===== config.mk =====
export PLATFORM = sky130hd
export DESIGN_NAME = scec_out_queue
export DESIGN_NICKNAME = d
export VERILOG_FILES = /design/src/design/scec_pkg.sv /design/src/design/scec_out_queue.sv
export SDC_FILE = /design/constraint.sdc
export NUM_CORES = 1
export LEC_CHECK = 0
export BUFFER_PORTS_ARGS = -buffer_cell sky130_fd_sc_hd__buf_2
export CORE_ASPECT_RATIO = 0.6
export CORE_UTILIZATION = 52
export DETAILED_ROUTE_END_ITERATION = 6
export HOLD_SLACK_MARGIN = 0.05
export PLACE_DENSITY = 0.79
export SYNTH_ARGS = -nofsm -noshare
export SYNTH_HDL_FRONTEND = slang
export SYNTH_SLANG_ARGS = --single-unit

===== constraint.sdc =====
create_clock -name clock -period 4.8 [get_ports clock]
set_clock_uncertainty 0.15 [all_clocks]
set_input_delay 0.24 -clock clock [delete_from_list [all_inputs] [get_ports clock]]
set_output_delay 0.24 -clock clock [all_outputs]
set_load 0.02 [all_outputs]

===== src/design/scec_pkg.sv =====
`timescale 1ns / 1ps

package scec_pkg;

   localparam int SAMPLE_W  = 32;
   localparam int SUM_W     = 64;
   localparam int SCALE_W   = 32;
   localparam int RESULT_W  = 64;
   localparam int DIGIT_W   = 3;
   localparam int PROD_W    = SUM_W + SCALE_W;
   localparam int TOL_SHIFT = 16;

   // register map of the configuration port
   localparam int CSR_INDEX_W = 2;
   localparam logic [CSR_INDEX_W-1:0] CSR_STEP_SCALE = 2'd0;
   localparam logic [CSR_INDEX_W-1:0] CSR_TOLERANCE  = 2'd1;

   localparam logic [SCALE_W-1:0] STEP_SCALE_RESET = 32'd65536;
   localparam logic [SCALE_W-1:0] TOLERANCE_RESET  = 32'd1;

   // results that may be in flight between the accumulator and the port
   localparam int QUEUE_DEPTH = 2;
   localparam int QPTR_W      = $clog2(QUEUE_DEPTH);
   localparam int QCNT_W      = $clog2(QUEUE_DEPTH + 1);

   localparam logic [DIGIT_W-1:0] DIGIT_LAST = 3'd4;

   localparam logic [RESULT_W-1:0] SAT_POS = 64'h7FFF_FFFF_FFFF_FFFF;
   localparam logic [RESULT_W-1:0] SAT_NEG = 64'h8000_0000_0000_0000;

   typedef logic [DIGIT_W-1:0] digit_type;

   // one finished box, handed from the accumulator to the finishing pipe
   typedef struct packed {
      logic             valid;
      logic [SUM_W-1:0] fine;
      logic [SUM_W-1:0] coarse;
   } box_sums_type;

   // one result, handed from the finishing pipe to the output queue
   typedef struct packed {
      logic                valid;
      logic [RESULT_W-1:0] integral;
      logic                not_converged;
   } result_type;

   // Simpson weights 1,4,2,4,1 as shift amounts
   function automatic logic [1:0] fine_shift(input digit_type g);
      logic [1:0] s;
      case (g)
         3'd1, 3'd3: s = 2'd2;
         3'd2:       s = 2'd1;
         default:    s = 2'd0;
      endcase
      return s;
   endfunction

   // coarse weights 1,0,4,0,1: shift amount for the nodes that are used
   function automatic logic [1:0] coarse_shift(input digit_type g);
      logic [1:0] s;
      case (g)
         3'd2:    s = 2'd2;
         default: s = 2'd0;
      endcase
      return s;
   endfunction

   function automatic logic coarse_used(input digit_type g);
      logic u;
      case (g)
         3'd1, 3'd3: u = 1'b0;
         default:    u = 1'b1;
      endcase
      return u;
   endfunction

endpackage


===== src/design/scec_out_queue.sv =====
`timescale 1ns / 1ps

module scec_out_queue (
   input  logic                                 clock,
   input  logic                                 reset,
   input  scec_pkg::result_type                 result,
   input  logic                                 launch,
   output logic                                 room,
   output logic                                 rsp_valid,
   input  logic                                 rsp_stall,
   output logic signed [scec_pkg::RESULT_W-1:0] rsp_integral,
   output logic                                 rsp_not_converged
);
   import scec_pkg::*;

   logic [RESULT_W-1:0] integral_ff [QUEUE_DEPTH];
   logic                flag_ff     [QUEUE_DEPTH];
   logic [QPTR_W-1:0]   wr_ptr_ff, rd_ptr_ff;
   logic [QCNT_W-1:0]   level_ff, level_in;
   logic [QCNT_W-1:0]   inflight_ff, inflight_in;
   logic                pop;

   assign rsp_valid         = level_ff != '0;
   assign pop               = rsp_valid && !rsp_stall;
   assign room              = inflight_ff != QCNT_W'(QUEUE_DEPTH);
   assign rsp_integral      = integral_ff[rd_ptr_ff];
   assign rsp_not_converged = flag_ff[rd_ptr_ff];

   // count results from launch to delivery so the queue can never overflow
   always_comb begin
      inflight_in = inflight_ff + QCNT_W'(launch) - QCNT_W'(pop);
      level_in    = level_ff + QCNT_W'(result.valid) - QCNT_W'(pop);
   end

   always_ff @(posedge clock) begin
      if (reset) begin
         wr_ptr_ff   <= '0;
         rd_ptr_ff   <= '0;
         level_ff    <= '0;
         inflight_ff <= '0;
      end else begin
         level_ff    <= level_in;
         inflight_ff <= inflight_in;
         if (result.valid) wr_ptr_ff <= wr_ptr_ff + QPTR_W'(1);
         if (pop)          rd_ptr_ff <= rd_ptr_ff + QPTR_W'(1);
      end
   end

   always_ff @(posedge clock) begin
      if (result.valid) begin
         integral_ff[wr_ptr_ff] <= result.integral;
         flag_ff[wr_ptr_ff]     <= result.not_converged;
      end
   end

endmodule

==> flow_metrics.py <==
metrics = {
    "setup_path": {
        "cp_slowest_cell": "sky130_fd_sc_hd__dfxtp_4",
        "worstPathMaxFanout": 65,
        "critical_path_arrival_ps": 2150,
        "path_delay_family": "flip-flops",
        "max_stage_delay_ps": 1120,
        "setup.worst_path.start_class": "register",
        "critPathCaptureType": "output pin",
        "worst-path-buf-inv": 1,
        "timing.setup.critical_path_class": "reg -> out",
        "cp.required_ps": 4410,
        "crit_path_cell_trace": "mux2_2, buf_2",
    },
    "clock_network": {
        "cts_tree": "done",
        "clkTransAtPathRegs_ps": 50,
        "htreeDepth": 4,
        "clk_path_buf_depth": 2,
        "cts-buffers-inserted": 17,
        "postCtsSetupRepairBufs": 0,
        "cts-root-buf": "sky130_fd_sc_hd__clkbuf_16",
        "cts_sinks": 137,
        "clock_network_latency_to_the_later_pin_of_the_worst_skew_pair_ps": 400,
    },
    "timing": {
        "final.period_utilization_pct": 52.84,
        "timing.hold.ws_ps": 372.1,
        "fin_setup_tns_ps": 0,
        "finalSetupViolCount": 0,
        "fmax_ghz": 0.3943,
        "worstMarginPinSlew_ps": 1150,
        "final_hold_viol_count": 0,
        "rsz0062_at_grt": "no",
        "final_slew_viol_count": 0,
        "layout_min_cycle_time_ps": 2536,
        "timing.slew.headroom_pct": 23.36,
    },
    "floorplan": {
        "die_area_um2": 10430,
        "floorplan.core_area_um2": 9459,
        "initial_utilization_pct": 55.07,
        "floorplan.rows": 27,
        "height_of_the_die_um": 79.53,
        "top_level_ports": 137,
        "die-width_um": 131.2,
    },
    "routing": {
        "post_drt_via_cell_ratio": 4.819,
        "route.vias.total": 2877,
        "dr.first_iter.drc_count": 148,
        "routed_wl_per_cell_um": 17.21,
        "first_pass_detailed_route_iteration_total": 4,
        "final_antenna_net_count": 0,
        "route.detailed.drc": 0,
        "wl_mm": 10.28,
    },
    "global_route": {
        "grtUsageTotal_pct": 20.48,
        "global_route.overflow_total": 0,
        "grt_pass1_wl_mm": 15.19,
        "grt_start_max_net_pins": 66,
        "antenna_violations_before_repair": 0,
        "grt_pass1_vias": 3015,
    },
    "finish": {
        "share_of_layout_cells_above_drive_strength_1_pct": 50.32,
        "final.fill_count": 560,
        "mostFrequentLayoutCell": "sky130_fd_sc_hd__buf_2",
        "post_layout_nonfiller_instances": 597,
        "layout.cells.most_common_list": "sky130_fd_sc_hd__buf_2, sky130_fd_sc_hd__edfxtp_1, sky130_fd_sc_hd__dlygate4sd3_1",
        "antennaDiodeCount": 0,
        "final_core_util_pct": 76.72,
        "net_count_final": 527,
        "post-route-cell-area_um2": 7257,
        "synthToLayoutAreaGrowth_pct": 39.32,
    },
    "placed_design": {
        "placed_cell_area_um2": 6007,
        "numPlacedInstances": 497,
        "dp.final_hpwl_mm": 5.767,
        "gpl.final_weighted_congestion": 0.7752,
        "port_buffers": 136,
    },
    "synth": {
        "postSynthAreaPerCell_um2": 22.07,
        "yosys_warnings": 0,
        "synth_nets": 308,
        "synthesis.instances": 236,
        "ys_seq_elements": 137,
        "synth.yosys.seq_area_share_pct": 77.64,
        "synth_cell_types": 20,
        "mappedNetlistArea_um2": 5209,
    },
    "hold_path": {
        "worst_hold_path_type": "reg -> reg",
    },
    "power": {
        "ir_drop_uv": 280.9,
        "p_leak_nw": 2.866,
        "p_per_area_nw_per_um2": 419.6,
    },
    "flow_run": {
        "cap_viol_max_count": 0,
    },
    "run_status": {
        "status": "complete, no violations",
    },
}
==> worst register-to-register path: cells and delay by family, from the launching register on <==
| family | cells | cell delay (ps) |
|---|---|---|
| buf+inv | 1 | 650 |
| flops | 1 | 400 |
| simple gates | 1 | 390 |
==> power breakdown <==
| part | switching [mW] | internal, mW |
|---|---|---|
| sequential | 0.0484 | 1.39 |
| clock | 0.459 | 0.752 |
| combinational | 0.191 | 0.200 |
==> layer usage <==
layer | vias up | GRT usage (%) | part of all wire [%]
li1 | 1367 | - | -
met1 | 1387 | 23.37 | 42
met2 | 121 | 35.11 | 50
met5 | - | 0 | 0
met4 | 0 | 8.824 | 0.23
met3 | 2 | 7.683 | 7.3
==> timing repair <==
item,CTS,global route
endpoints found under the setup margin,0,0
hold buffers,69,0
gates resized for setup,0,0
endpoints found under the hold margin,137,0
==> flip-flops by register name (all words and copies together), names as in the netlist, named ones only <==
| register | flops |
|---|---|
| flag_ff | 2 |
| integral_ff | 128 |
| wr_ptr_ff | 1 |
| level_ff | 2 |
| rd_ptr_ff | 1 |
| inflight_ff | 2 |
==> cells in the mapped netlist <==
cell type                    n  area [um2]
sky130_fd_sc_hd__and2_1      1       6.260
sky130_fd_sc_hd__buf_2       1       5.000
sky130_fd_sc_hd__dfxtp_1     7       140.1
sky130_fd_sc_hd__o21ba_2     1       10.01
sky130_fd_sc_hd__edfxtp_1  130        3904
sky130_fd_sc_hd__nand2b_1    1       6.260
sky130_fd_sc_hd__xor2_1      2       17.52
sky130_fd_sc_hd__nor4_1      1       6.260
sky130_fd_sc_hd__nand2_1     3       11.26
sky130_fd_sc_hd__mux2_4     50       750.7
sky130_fd_sc_hd__nor2_1      6       22.52
sky130_fd_sc_hd__nor2b_1     3       18.77
sky130_fd_sc_hd__nor3_1      1       5.000
sky130_fd_sc_hd__ha_1        2       25.02
sky130_fd_sc_hd__o21ai_0     1       5.000
sky130_fd_sc_hd__xnor2_1     3       26.28
sky130_fd_sc_hd__mux2_2     15       168.9
sky130_fd_sc_hd__inv_1       1       3.750
sky130_fd_sc_hd__buf_6       6       67.56
sky130_fd_sc_hd__o31a_1      1       8.760
==> final cells by class <==
class | count | area [um2] | share of cell area (%)
Clock buffer | 17 | 425.4 | 5.862
Tap cell | 130 | 162.7 | 2.241
Inverter | 1 | 3.754 | 0.05172
Multi-Input combinational cell | 91 | 1097 | 15.12
Timing Repair Buffer | 207 | 1386 | 19.10
Clock inverter | 14 | 133.9 | 1.845
Sequential cell | 137 | 4048 | 55.78
==> metrics by stage <==
| step | worst slack, ps | power [mW] |
|---|---|---|
| after global placement | 2710 | 1.800 |
| after global routing | 2118 | 3.146 |
| final | 2264 | 3.045 |
| after detailed placement | 2683 | 1.811 |
| after CTS | 2224 | 3.066 |
| after floorplan | 936.6 | 1.693 |
==> final timing paths <==
path | endpoint | from | depth (start not counted) | slack (ps)
worst max-delay path | rsp_integral[6] | register | 2 | 2260
worst min-delay path | register | rd_ptr_ff | 2 | 370
worst max register to register | integral_ff[1][24] | wr_ptr_ff | 2 | 2820
worst min register to register | register | rd_ptr_ff | 2 | 370
==> kinds of logic (layout without fill, tap and decap cells) <==
family / count (synthesis) / in the layout / synth area share (%)
DFF: 137 / 137 / 77.64
muxes: 65 / 65 / 17.66
and+or+nand+nor: 16 / 16 / 1.465
buffers and inverters: 8 / 239 / 1.465
xor gates and xnor gates: 5 / 5 / 0.8409
AOI/OAI and AO/OA: 3 / 3 / 0.4563
adders and majority gates: 2 / 2 / 0.4803
Note: power is estimated with default switching activity, not from simulation.
