$ cat src/design/scec_pkg.sv
`timescale 1ns / 1ps

package scec_pkg;

   localparam int SAMPLE_W  = 32;
   localparam int SUM_W     = 64;
   localparam int SCALE_W   = 32;
   localparam int RESULT_W  = 64;
   localparam int DIGIT_W   = 3;
   localparam int PROD_W    = SUM_W + SCALE_W;
   localparam int TOL_SHIFT = 16;

   // register map of the configuration port
   localparam int CSR_INDEX_W = 2;
   localparam logic [CSR_INDEX_W-1:0] CSR_STEP_SCALE = 2'd0;
   localparam logic [CSR_INDEX_W-1:0] CSR_TOLERANCE  = 2'd1;

   localparam logic [SCALE_W-1:0] STEP_SCALE_RESET = 32'd65536;
   localparam logic [SCALE_W-1:0] TOLERANCE_RESET  = 32'd1;

   // results that may be in flight between the accumulator and the port
   localparam int QUEUE_DEPTH = 2;
   localparam int QPTR_W      = $clog2(QUEUE_DEPTH);
   localparam int QCNT_W      = $clog2(QUEUE_DEPTH + 1);

   localparam logic [DIGIT_W-1:0] DIGIT_LAST = 3'd4;

   localparam logic [RESULT_W-1:0] SAT_POS = 64'h7FFF_FFFF_FFFF_FFFF;
   localparam logic [RESULT_W-1:0] SAT_NEG = 64'h8000_0000_0000_0000;

   typedef logic [DIGIT_W-1:0] digit_type;

   // one finished box, handed from the accumulator to the finishing pipe
   typedef struct packed {
      logic             valid;
      logic [SUM_W-1:0] fine;
      logic [SUM_W-1:0] coarse;
   } box_sums_type;

   // one result, handed from the finishing pipe to the output queue
   typedef struct packed {
      logic                valid;
      logic [RESULT_W-1:0] integral;
      logic                not_converged;
   } result_type;

   // Simpson weights 1,4,2,4,1 as shift amounts
   function automatic logic [1:0] fine_shift(input digit_type g);
      logic [1:0] s;
      case (g)
         3'd1, 3'd3: s = 2'd2;
         3'd2:       s = 2'd1;
         default:    s = 2'd0;
      endcase
      return s;
   endfunction

   // coarse weights 1,0,4,0,1: shift amount for the nodes that are used
   function automatic logic [1:0] coarse_shift(input digit_type g);
      logic [1:0] s;
      case (g)
         3'd2:    s = 2'd2;
         default: s = 2'd0;
      endcase
      return s;
   endfunction

   function automatic logic coarse_used(input digit_type g);
      logic u;
      case (g)
         3'd1, 3'd3: u = 1'b0;
         default:    u = 1'b1;
      endcase
      return u;
   endfunction

endpackage

$ cat src/design/scec_accum.sv
`timescale 1ns / 1ps

module scec_accum #(
   parameter int DIMENSIONS = 2
) (
   input  logic                                   clock,
   input  logic                                   reset,
   input  logic                                   req_valid,
   output logic                                   req_stall,
   input  logic signed [scec_pkg::SAMPLE_W-1:0]   req_sample,
   input  logic                                   room,
   output logic                                   launch,
   output scec_pkg::box_sums_type                 box_out
);
   import scec_pkg::*;

   localparam int SHIFT_W = $clog2(2 * DIMENSIONS + 1);

   digit_type digits_ff [DIMENSIONS];
   digit_type digits_in [DIMENSIONS];

   logic                valid_ff, valid_in;
   logic [SAMPLE_W-1:0] sample_ff;
   logic [SHIFT_W-1:0]  fsh_ff, fsh_in;
   logic [SHIFT_W-1:0]  csh_ff, csh_in;
   logic                cuse_ff, cuse_in;
   logic                last_ff, last_in;

   logic [SUM_W-1:0] fine_sum_ff, fine_sum_in;
   logic [SUM_W-1:0] coarse_sum_ff, coarse_sum_in;
   logic [SUM_W-1:0] fine_next, coarse_next, sample_ext;
   box_sums_type     box_ff, box_in;

   logic accept, advance;

   // advance the stage unless it holds the last node and no result slot is free
   assign advance   = valid_ff && (!last_ff || room);
   assign req_stall = valid_ff && !advance;
   assign accept    = req_valid && !req_stall;
   assign launch    = advance && last_ff;
   assign box_out   = box_ff;

   // weights and base-5 increment, last dimension fastest
   always_comb begin
      logic carry;
      carry   = 1'b1;
      fsh_in  = '0;
      csh_in  = '0;
      cuse_in = 1'b1;
      last_in = 1'b1;
      for (int d = 0; d < DIMENSIONS; d++) begin
         fsh_in = fsh_in + SHIFT_W'(fine_shift(digits_ff[d]));
         csh_in = csh_in + SHIFT_W'(coarse_shift(digits_ff[d]));
         if (!coarse_used(digits_ff[d])) cuse_in = 1'b0;
         if (digits_ff[d] != DIGIT_LAST) last_in = 1'b0;
      end
      for (int d = DIMENSIONS - 1; d >= 0; d--) begin
         digits_in[d] = digits_ff[d];
         if (carry) begin
            if (digits_ff[d] == DIGIT_LAST) begin
               digits_in[d] = '0;
            end else begin
               digits_in[d] = digits_ff[d] + 3'd1;
               carry        = 1'b0;
            end
         end
      end
   end

   always_comb begin
      sample_ext  = {{(SUM_W - SAMPLE_W){sample_ff[SAMPLE_W-1]}}, sample_ff};
      fine_next   = fine_sum_ff + (sample_ext << fsh_ff);
      coarse_next = cuse_ff ? coarse_sum_ff + (sample_ext << csh_ff) : coarse_sum_ff;

      valid_in      = accept ? 1'b1 : (advance ? 1'b0 : valid_ff);
      fine_sum_in   = fine_sum_ff;
      coarse_sum_in = coarse_sum_ff;
      box_in.valid  = 1'b0;
      box_in.fine   = fine_next;
      box_in.coarse = coarse_next;
      if (advance) begin
         if (last_ff) begin
            fine_sum_in   = '0;
            coarse_sum_in = '0;
            box_in.valid  = 1'b1;
         end else begin
            fine_sum_in   = fine_next;
            coarse_sum_in = coarse_next;
         end
      end
   end

   always_ff @(posedge clock) begin
      if (reset) begin
         valid_ff      <= 1'b0;
         fine_sum_ff   <= '0;
         coarse_sum_ff <= '0;
         box_ff.valid  <= 1'b0;
         for (int d = 0; d < DIMENSIONS; d++) digits_ff[d] <= '0;
      end else begin
         valid_ff      <= valid_in;
         fine_sum_ff   <= fine_sum_in;
         coarse_sum_ff <= coarse_sum_in;
         box_ff        <= box_in;
         if (accept) begin
            for (int d = 0; d < DIMENSIONS; d++) digits_ff[d] <= digits_in[d];
         end
      end
   end

   always_ff @(posedge clock) begin
      if (accept) begin
         sample_ff <= req_sample;
         fsh_ff    <= fsh_in;
         csh_ff    <= csh_in;
         cuse_ff   <= cuse_in;
         last_ff   <= last_in;
      end
   end

endmodule

$ cat config.mk
export PLATFORM = sky130hd
export DESIGN_NAME = scec_accum
export DESIGN_NICKNAME = d
export VERILOG_FILES = /design/src/design/scec_pkg.sv /design/src/design/scec_accum.sv
export SDC_FILE = /design/constraint.sdc
export NUM_CORES = 1
export LEC_CHECK = 0
export BUFFER_PORTS_ARGS = -buffer_cell sky130_fd_sc_hd__buf_2
export CAP_MARGIN = 15
export CORE_ASPECT_RATIO = 2
export CORE_MARGIN = 8
export CORE_UTILIZATION = 50
export CTS_CLUSTER_SIZE = 20
export DETAILED_ROUTE_END_ITERATION = 10
export GPL_TIMING_DRIVEN = 0
export HOLD_SLACK_MARGIN = 0.03
export PLACE_DENSITY = 0.69
export SLEW_MARGIN = 40
export SYNTH_ARGS = -nofsm -noshare
export SYNTH_HDL_FRONTEND = slang
export SYNTH_SLANG_ARGS = --single-unit
export TNS_END_PERCENT = 5
$ cat constraint.sdc
create_clock -name clock -period 6.6 [get_ports clock]
set_clock_uncertainty 0.1 [all_clocks]
set_input_delay 0.66 -clock clock [delete_from_list [all_inputs] [get_ports clock]]
set_output_delay 0.66 -clock clock [all_outputs]
set_load 0.05 [all_outputs]
==> summary.txt <==
Outcome
  • Outcome: finished, final reports clean

Timing
  • Final period demand of the worst path: 5.83 ns
  • RSZ-0062 raised after global routing: false
  • Tightest Pin Transition: 0.830 ns
  • Final setup viols: 0
  • Final period util: 88.3%
  • Achievable Freq: 172 MHz
  • Max-slew violation count: 0
  • Final hold viol count: 0
  • Slew headroom: 44.6%

Critical path
  • Largest stage delay on the critical path: 0.53 ns
  • Critical Path AT: 6.05 ns
  • Max Fanout on Critical Path: 10
  • Critical path capture point type: register
  • CP required: between 6 and 7 ns
  • CP max-delay cell: buf_1
  • Top Family by Delay on Critical Path: compound AO/OA/AOI/OAI gates
  • Worst setup SP type: register
  • Critical setup path kind: register to register
  • Crit path buf inv count: 4
  • Worst-path cell chain: clkbuf_1 -> clkbuf_1 -> buf_1 -> buf_1 -> nand2_1 -> a21oi_1 -> ha_1 -> nor2b_4 -> o211ai_2 -> a31oi_2 -> a221oi_4 -> o21ai_2 -> a31oi_4 -> nor2_1 -> a21oi_1 -> o21ai_0 -> xor2_1 -> mux2_2

Floorplanning
  • Die area: about 47000 um2
  • Ports: 167
  • # rows: 103
  • Core area: 39400 um2
  • Die W: 157 um
  • Die height: 298 um
  • Initial Util: 50.5%

Clock tree
  • Clock buffer depth: 3
  • Post-CTS Setup Repair Bufs: 0
  • CTS buffer count: 29
  • H-tree Lvls: 1
  • Root buf cell: clkbuf_16
  • Clock sink count: 302
  • Post-CTS Resized: 0
  • Worst-Skew Late Latency: about 0.58 ns
  • Hold_buf cts: 0
  • Reg clk slew, reported paths: 0.07 ns
  • TritonCTS clock tree: done

Finish
  • Layout fillers: about 3600
  • Diodes inserted: 0
  • Fin nets: 2339
  • Util after Layout: 56.9%
  • Most frequent cells in the layout: buf_2 (176), edfxtp_1 (172), nor2_1 (163), a21oi_1 (160), ha_1 (137)
  • Design area: 22400 um2
  • Multi-input gate area in the final layout: 11500 um2
  • Commonest non-fill, non-tap cell in the layout: buf_2
  • Area Overhead vs Synth: 12.7%
  • Layout cells sized above 1: 19.5%
  • FF+latch area: approximately 8000 um2

Detailed routing
  • Remaining antenna violation count: 0
  • Via count: 16200
  • Vias per cell: 5.99
  • Drt first-iter violations: 744
  • Drt drc: 0
  • Final WL: between 50 and 60 mm
  • Wire per inst: 21.7 um
  • Pre-antenna DRT Iters: 5

Placed design
  • Placed Area: 21500 um2
  • Post-detail-place hpwl: 47.1 mm
  • Number of port buffers: 165
  • Final GP Congestion: about 0.97

Global route
  • Vias in the first global route: 16800
  • First-pass GRT wire length: between 90 and 100 mm
  • Initial antenna violation count: 0
  • Grt total ovfl: 0
  • Gr usage total: between 20% and 30%
  • Largest net degree at the start of global routing: 54

Logic synthesis
  • EDFF count, synth: 172
  • Area share of fa/ha/maj cells after synthesis: about 8.9%
  • Ys flop type: edfxtp_1
  • Post-synthesis sequential area ratio: 39.0%
  • Synthesis Warnings: 0
  • Post-synth ARST share: 0%
  • Yosys reg bits: between 300 and 400
  • Mux cell area share after synthesis: 10.0%
  • Largest family of logic cells by synthesized area: compound AO/OA/AOI/OAI gates
  • Mapped cell area: 19900 um2
  • XOR/XNOR Fraction of Synth Area: ~5.4%
  • Mapped Avg Cell Area: 10.2 um2
  • Synth Area in Compound Gates: 22.4%
  • Post-Synth Simple-Gate Area: 10.8%
  • Cell variety after synth: 104
  • Syn_nets: 2136
  • Gate Count Post-Synth: 1960

Power
  • Maximum VDD drop: 293 uV
  • PD cells: roughly 270 nW/um2
  • Leak: 9.39 nW

Hold path
  • Hold Crit Class: primary input to register

Run
  • Max Cap Viol: 0
==> registers in the layout (all words and copies together), names as in the netlist <==
register	cells
box_out	129
sample_ff	32
cuse_ff	1
fsh_ff	3
last_ff	1
csh_ff	1
digits_ff	6
valid_ff	1
coarse_sum_ff	64
fine_sum_ff	64
==> metrics by stage <==
step           setup slack [ns]  hold WS, ns  setup TNS (ns)  std cells  total power, mW
5_1_grt                   0.516        0.139               0       2710             6.26
3_5_place_dp              0.872        0.356               0       2657             4.40
2_1_floorplan              1.55        0.336               0       1960             3.86
3_3_place_gp             -0.931        0.349          -22.06       2650             4.37
6_report                  0.772        0.156               0       2710             5.99
4_1_cts                   0.842        0.129               0       2710             6.04
==> logic make-up after synthesis <==
group           count (synthesis)
xor+xnor                      121
mux                           136
simple gates                  461
buf+inv                       164
fa+ha+maj                     140
compound gates                636
flops                         302
==> synthesized netlist by cell type (5+ instances only) <==
cell type  instances  area [um2]
a211oi_1          10        75.1
a21boi_0           6        45.0
a21o_1            82         616
a21oi_1          161         806
a22o_1            52         455
a22oi_1           62         465
a31oi_1           18         113
and3_1            14        87.6
buf_1             10        37.5
buf_2             11        55.1
clkbuf_1          85         319
dfxtp_1          130        2600
edfxtp_1         172        5160
ha_1             137        1710
inv_1             48         180
mux2_2            79         890
mux2i_1           14         140
mux4_2            42         946
nand2_1          128         480
nand2b_1          15        93.8
nand3_1           26         130
nand4_1           32         200
nor2_1           164         616
nor2b_1           16         100
nor3_1            25         125
nor4_1             5        31.3
o211ai_1          12        90.1
o21a_1            12        90.1
o21ai_0           95         475
o21ai_1           10        50.1
o21bai_1          36         270
o22ai_1            5        31.3
or3_1              5        31.3
xnor2_1           79         692
xor2_1            40         350
==> report_power, final <==
group | internal (mW) | total (mW) | leakage, nW | switching (mW)
Combinational | 0.660 | 2.05 | 6.18 | 1.39
Clock | 0.906 | 1.63 | 0.441 | 0.726
Sequential | 2.23 | 2.31 | 2.77 | 0.0879
==> final timing paths <==
check                               from                     endpoint  slack [ns]  depth (start not counted)
min                       req_sample[16]      sample_ff[16]$_DFFE_PP_        0.16                          1
max reg2reg          fsh_ff[0]$_DFFE_PP_        box_out[50]$_DFFE_PN_        0.77                         18
max                  fsh_ff[0]$_DFFE_PP_        box_out[50]$_DFFE_PN_        0.77                         18
min reg2reg  fine_sum_ff[0]$_SDFFE_PP0P_  fine_sum_ff[0]$_SDFFE_PP0P_        0.36                          2
==> layer usage <==
metal	track usage [%]	wire, um	part of all wire, %
met5	0	0	0
met4	13.6	3330	5.7
met3	2.86	2400	4.1
met2	48.2	32200	55
met1	24.6	21000	36
==> worst reg2reg max path, cell delays in order (launching register included) <==
cell      delay (ns)
edfxtp_1        0.33
clkbuf_1        0.33
clkbuf_1        0.42
buf_1           0.53
buf_1           0.50
nand2_1         0.10
a21oi_1         0.31
ha_1            0.35
nor2b_4         0.15
o211ai_2        0.20
a31oi_2         0.18
a221oi_4        0.50
o21ai_2         0.23
a31oi_4         0.30
nor2_1          0.11
a21oi_1         0.31
o21ai_0         0.19
xor2_1          0.19
mux2_2          0.28
==> layout make-up <==
cell class                 count  area share [%]
buffer                       115            2.28
sequential                   302            34.6
timing repair buffer         172            4.21
multi-input combinational   1494            51.1
inverter                      49           0.842
clock inverter                 9           0.346
tap                          525            2.93
clock buffer                  44            3.71
Note: power is estimated with default switching activity, not from simulation.
